File: src/rtl/multi_domain_event_monitor_macros.svh
`ifndef MULTI_DOMAIN_EVENT_MONITOR_MACROS_SVH
`define MULTI_DOMAIN_EVENT_MONITOR_MACROS_SVH

// same-cycle implication, disabled during reset
`define MDEM_ASSERT_NOW(label, clk, rst, cond, prop) \
   label: assert property (@(posedge clk) disable iff (rst) (cond) |-> (prop)) \
      else $error("mdem assertion failed");

// next-cycle implication, disabled during reset
`define MDEM_ASSERT_NEXT(label, clk, rst, cond, prop) \
   label: assert property (@(posedge clk) disable iff (rst) (cond) |=> (prop)) \
      else $error("mdem assertion failed");

`endif

File: src/rtl/mdem_pkg.sv
`timescale 1ns / 1ps

package mdem_pkg;

   localparam int NUM_DOMAINS_DEF = 9;
   localparam int DOMAIN_W        = 4;

   localparam logic [2:0] OP_BEGIN    = 3'd0;
   localparam logic [2:0] OP_NOTIFY   = 3'd1;
   localparam logic [2:0] OP_COMPLETE = 3'd2;
   localparam logic [2:0] OP_TIMEOUT  = 3'd3;
   localparam logic [2:0] OP_FINALIZE = 3'd4;

   localparam logic [1:0] ST_IDLE = 2'd0;
   localparam logic [1:0] ST_RUN  = 2'd1;
   localparam logic [1:0] ST_PASS = 2'd2;
   localparam logic [1:0] ST_FAIL = 2'd3;

   localparam logic [2:0] RS_NONE    = 3'd0;
   localparam logic [2:0] RS_DUP     = 3'd1;
   localparam logic [2:0] RS_TIMEOUT = 3'd2;
   localparam logic [2:0] RS_BAD     = 3'd3;
   localparam logic [2:0] RS_MISSING = 3'd4;

   typedef struct packed {
      logic [2:0]          opcode;
      logic [DOMAIN_W-1:0] domain_id;
      logic [31:0]         event_goal;
      logic [63:0]         limit_tick;
      logic [63:0]         tick;
      logic [63:0]         wall_time_us;
   } req_type;

   typedef struct packed {
      logic        ok;
      logic [1:0]  domain_status;
      logic [2:0]  domain_reason;
      logic [63:0] start_stamp;
      logic [63:0] end_stamp;
      logic [63:0] start_wall;
      logic [63:0] end_wall;
      logic [31:0] seen_events;
      logic        is_final;
      logic        all_passed;
   } rsp_type;

   typedef struct packed {
      logic [1:0]  status;
      logic [2:0]  reason;
      logic [63:0] first_tick;
      logic [63:0] start_wall;
      logic [63:0] last_tick;
      logic [63:0] end_wall;
      logic [31:0] expected;
      logic [31:0] observed;
   } rec_type;

   typedef struct packed {
      logic capture;
      logic exec;
      logic sweep_start;
      logic sweep_step;
   } ctl_cmd_type;

   typedef struct packed {
      logic fin_new;
      logic sweep_last;
   } ctl_sts_type;

endpackage

File: src/rtl/mdem_ctrl.sv
`timescale 1ns / 1ps

module mdem_ctrl (
   input  logic                  clock,
   input  logic                  reset,
   input  logic                  req_valid,
   output logic                  req_ready,
   output logic                  rsp_valid,
   input  logic                  rsp_ready,
   output mdem_pkg::ctl_cmd_type cmd,
   input  mdem_pkg::ctl_sts_type sts
);
   import mdem_pkg::*;

   `include "multi_domain_event_monitor_macros.svh"

   localparam logic [1:0] S_IDLE   = 2'd0;
   localparam logic [1:0] S_EXEC   = 2'd1;
   localparam logic [1:0] S_SWEEP  = 2'd2;
   localparam logic [1:0] S_REPORT = 2'd3;

   logic [1:0] state_ff;
   logic [1:0] state_in;
   logic       rsp_valid_ff;
   logic       rsp_valid_in;
   logic       out_free;

   assign out_free = !rsp_valid_ff || rsp_ready;

   always_comb begin
      state_in = state_ff;
      cmd      = '0;
      case (state_ff)
         S_IDLE: begin
            if (req_valid) begin
               cmd.capture = 1'b1;
               state_in    = S_EXEC;
            end
         end
         S_EXEC: begin
            if (sts.fin_new) begin
               cmd.sweep_start = 1'b1;
               state_in        = S_SWEEP;
            end else if (out_free) begin
               cmd.exec = 1'b1;
               state_in = S_IDLE;
            end
         end
         S_SWEEP: begin
            cmd.sweep_step = 1'b1;
            if (sts.sweep_last) begin
               state_in = S_REPORT;
            end
         end
         S_REPORT: begin
            if (out_free) begin
               cmd.exec = 1'b1;
               state_in = S_IDLE;
            end
         end
         default: begin
            state_in = S_IDLE;
         end
      endcase
   end

   always_comb begin
      rsp_valid_in = rsp_valid_ff;
      if (cmd.exec) begin
         rsp_valid_in = 1'b1;
      end else if (rsp_ready) begin
         rsp_valid_in = 1'b0;
      end
   end

   assign req_ready = state_ff == S_IDLE;
   assign rsp_valid = rsp_valid_ff;

   always_ff @(posedge clock) begin
      if (reset) begin
         state_ff     <= S_IDLE;
         rsp_valid_ff <= 1'b0;
      end else begin
         state_ff     <= state_in;
         rsp_valid_ff <= rsp_valid_in;
      end
   end

   `MDEM_ASSERT_NOW(a_load_free, clock, reset, cmd.exec, !rsp_valid_ff || rsp_ready)
   `MDEM_ASSERT_NEXT(a_accept_exec, clock, reset, req_valid && req_ready, state_ff == S_EXEC)
   `MDEM_ASSERT_NEXT(a_sweep_end, clock, reset, cmd.sweep_step && sts.sweep_last, state_ff == S_REPORT)

endmodule

File: config.mk
export PLATFORM = sky130hd
export DESIGN_NAME = mdem_ctrl
export DESIGN_NICKNAME = d
export VERILOG_FILES = /design/src/rtl/mdem_pkg.sv /design/src/rtl/mdem_ctrl.sv
export VERILOG_INCLUDE_DIRS = /design/src /design/src/rtl
export SDC_FILE = /design/constraint.sdc
export NUM_CORES = 1
export LEC_CHECK = 0
export ABC_AREA = 1
export BUFFER_PORTS_ARGS = -buffer_cell sky130_fd_sc_hd__buf_2
export CORE_AREA = 5 5 42 44
export DETAILED_ROUTE_END_ITERATION = 6
export DIE_AREA = 0 0 47 49
export PLACE_DENSITY = 0.3
export REMOVE_ABC_BUFFERS = 1
export SYNTH_ARGS = -nofsm -noshare
export SYNTH_HDL_FRONTEND = slang
export SYNTH_SLANG_ARGS = --single-unit
export TNS_END_PERCENT = 50
File: constraint.sdc
create_clock -name clock -period 1.2 [get_ports clock]
set_clock_uncertainty 0.2 [all_clocks]
set_input_delay 0 -clock clock [delete_from_list [all_inputs] [get_ports clock]]
set_output_delay 0 -clock clock [all_outputs]
set_load 0.03 [all_outputs]
==> impl_results.md <==
* Most frequent cells in the layout: 6 x nand2_1, 6 x buf_2, 4 x inv_1, 4 x dlygate4sd3_1, 4 x buf_4
* CP arrival at 0.96 ns
* Diode count at 0
* Library cells used by synthesis at 8
* Port Buffers at 11
* Seq/Total Area, Yosys at 0.372
* Vias per cell at 3.62
* Leakage at 0.171 nW
* Initial Util at 0.115
* CTS tree: built
* Setup_tns at 0 ns
* Global route total overflow at 0
* RSZ-0062 raised after global routing: true
* FP Rows at 14
* Clock buffer depth at 2
* Slew Limit Fails at 0
* Final #Nets at between 50 and 60
* IO Pins at 12
* Final core occ at 0.236
* Inst Count DP at 53
* Cells after Synth at 27
* # DRC at 0
* Worst Path Max Fanout at 6
* Via count at 221
* Cells on worst reg2reg path at 5
* Die width at 47 um
* Die Area at 0.00230 mm^2
* Syn avg cell area at 5.98 um^2
* Maximum clock frequency at 863 MHz
* Non-filler cells, final at 61
* Failing checks: hold timing
* Hold Path Stages at 5
* Top cells by area, synth: dfxtp_1 37%, nand2_1 19%, inv_1 14%
* Clock buffers created by TritonCTS at 3
* H-tree depth at 1
* First-pass GRT wire length at 848 um
* Initial antenna violation count at 0
* CP Class: flip-flop to primary output
* Outcome: complete, but fails checks
* Largest net degree at the start of global routing at 7
* Period utilization at 0.966
* CTS Sinks at 3
* Setup WS pre-CTS at roughly 0.11 ns
* Setup-failing EPs final at 0
* Fillers at 166
* Crit. End Element: primary output
* Clock slew at reported path FFs at 0.04 ns
* Largest area contributor in the netlist: dfxtp_1
* Root buffer cell: clkbuf_4
* DRT Pass-1 Iters at 2
* Placer congestion estimate at 0.703
* Minimum clock period at 1.16 ns
* Peak supply drop at 0.484 mV
* WL/cell at around 8.1 um
* Vias in the first global route at ~230
* Hold crit path type: input pin to flip-flop
* Worst setup SP type: flip-flop
* Die H at 49 um
* FF+latch count, synth at 3
* Synth-to-Final Area Change at 105%
* PwrDens at 1330 mW/mm^2
* Max Cap Viol at 0
* Hold Vio Cnt, Final at 3
* Clk_lat worst skew at 0.23 ns
* Yosys top cell area share at 0.372
* Layout cells sized above 1 at 0.511
* Synth Cell Area at about 160 um^2
* Synthesis Warnings at 0
* CTS Hold Bufs at 4
* All-Layer GR Usage at 0.0521
* DRT Wirelength at 496 um
* Routed Antenna Nets at 0
* Slew Limit Headroom at 0.893
* Initial drt markers at 1
* Hold WS at -0.0596 ns
* Final worst slack at 0.0410 ns
* Post-DP HPWL at about 370 um
* Worst EP required at 1.00 ns
* Tightest Pin Transition at 0.159 ns
* Core Area at 0.00140 mm^2
[metrics by stage]
step	area (um^2)	power (W)
2_1_floorplan	154	0.000198
3_3_place_gp	229	0.000237
3_5_place_dp	229	0.000234
4_1_cts	315	0.000443
5_1_grt	330	0.000471
6_report	330	0.000438
[report_power, final]
| part | total (W) | switching [W] | internal, W |
|---|---|---|---|
| combinational | 0.000136 | 0.0000814 | 0.0000547 |
| sequential | 0.000126 | 0.0000139 | 0.000112 |
| clock | 0.000176 | 0.0000512 | 0.000125 |
[cell usage after synthesis, drive strengths merged]
master  count
buf         1
a21oi       3
dfxtp       3
nor3        1
nor2        3
nand3       2
inv         6
nand2       8
[path summary, 6_finish.rpt]
check	endpoint	slack, ns	from
setup / recovery	cmd[2]	0.04	state_ff[0]$_SDFFE_PP0P_
hold / removal	rsp_valid$_SDFFE_PP0P_	-0.06	rsp_ready
setup reg to reg	state_ff[0]$_SDFFE_PP0P_	0.21	state_ff[1]$_SDFFE_PP0P_
hold reg to reg	state_ff[1]$_SDFFE_PP0P_	0.29	state_ff[1]$_SDFFE_PP0P_
[cell families (layout without fill, tap and decap cells)]
kind of cell           after synthesis  count (layout)  synth area share
AND/OR/NAND/NOR                     14              14             0.349
buffers and inverters                7              25             0.186
AO/OA/AOI/OAI                        3               3            0.0930
flip-flops                           3               3             0.372
[state kept, by name, summed over array words and instances, names as in the netlist]
signal	count
rsp_valid	1
state_ff	2
[area by class of cell]
| class | count | area, um^2 | area share |
|---|---|---|---|
| clock buffers | 4 | 26.3 | 0.0795 |
| inverters | 6 | 22.5 | 0.0682 |
| multi-input cells | 17 | 83.8 | 0.254 |
| flip-flops and latches | 3 | 66.3 | 0.201 |
| well taps | 16 | 20.0 | 0.0606 |
| repair buffers | 15 | 111 | 0.337 |
[worst max-delay path: stages (launching register included)]
cell and delay [ns]:
dfxtp_4 0.38, nand2_2 0.07, a21oi_1 0.11, buf_4 0.17
[layer usage]
| layer | vias to the layer above | wire, um | track usage |
|---|---|---|---|
| met5 | - | 0 | 0 |
| met4 | 0 | 0 | 0.0415 |
| met3 | 0 | 43 | 0.0221 |
| met2 | 9 | 206 | 0.0633 |
| met1 | 93 | 246 | 0.0681 |
| li1 | 119 | - | - |
[repair_timing]
item	4_1_cts	5_1_grt
endpoints found under the setup margin	3	4
setup buffers	0	1
pin swaps	0	1
gates resized for setup	9	6
endpoints found under the hold margin	3	2
(Power assumes the default switching activity.)
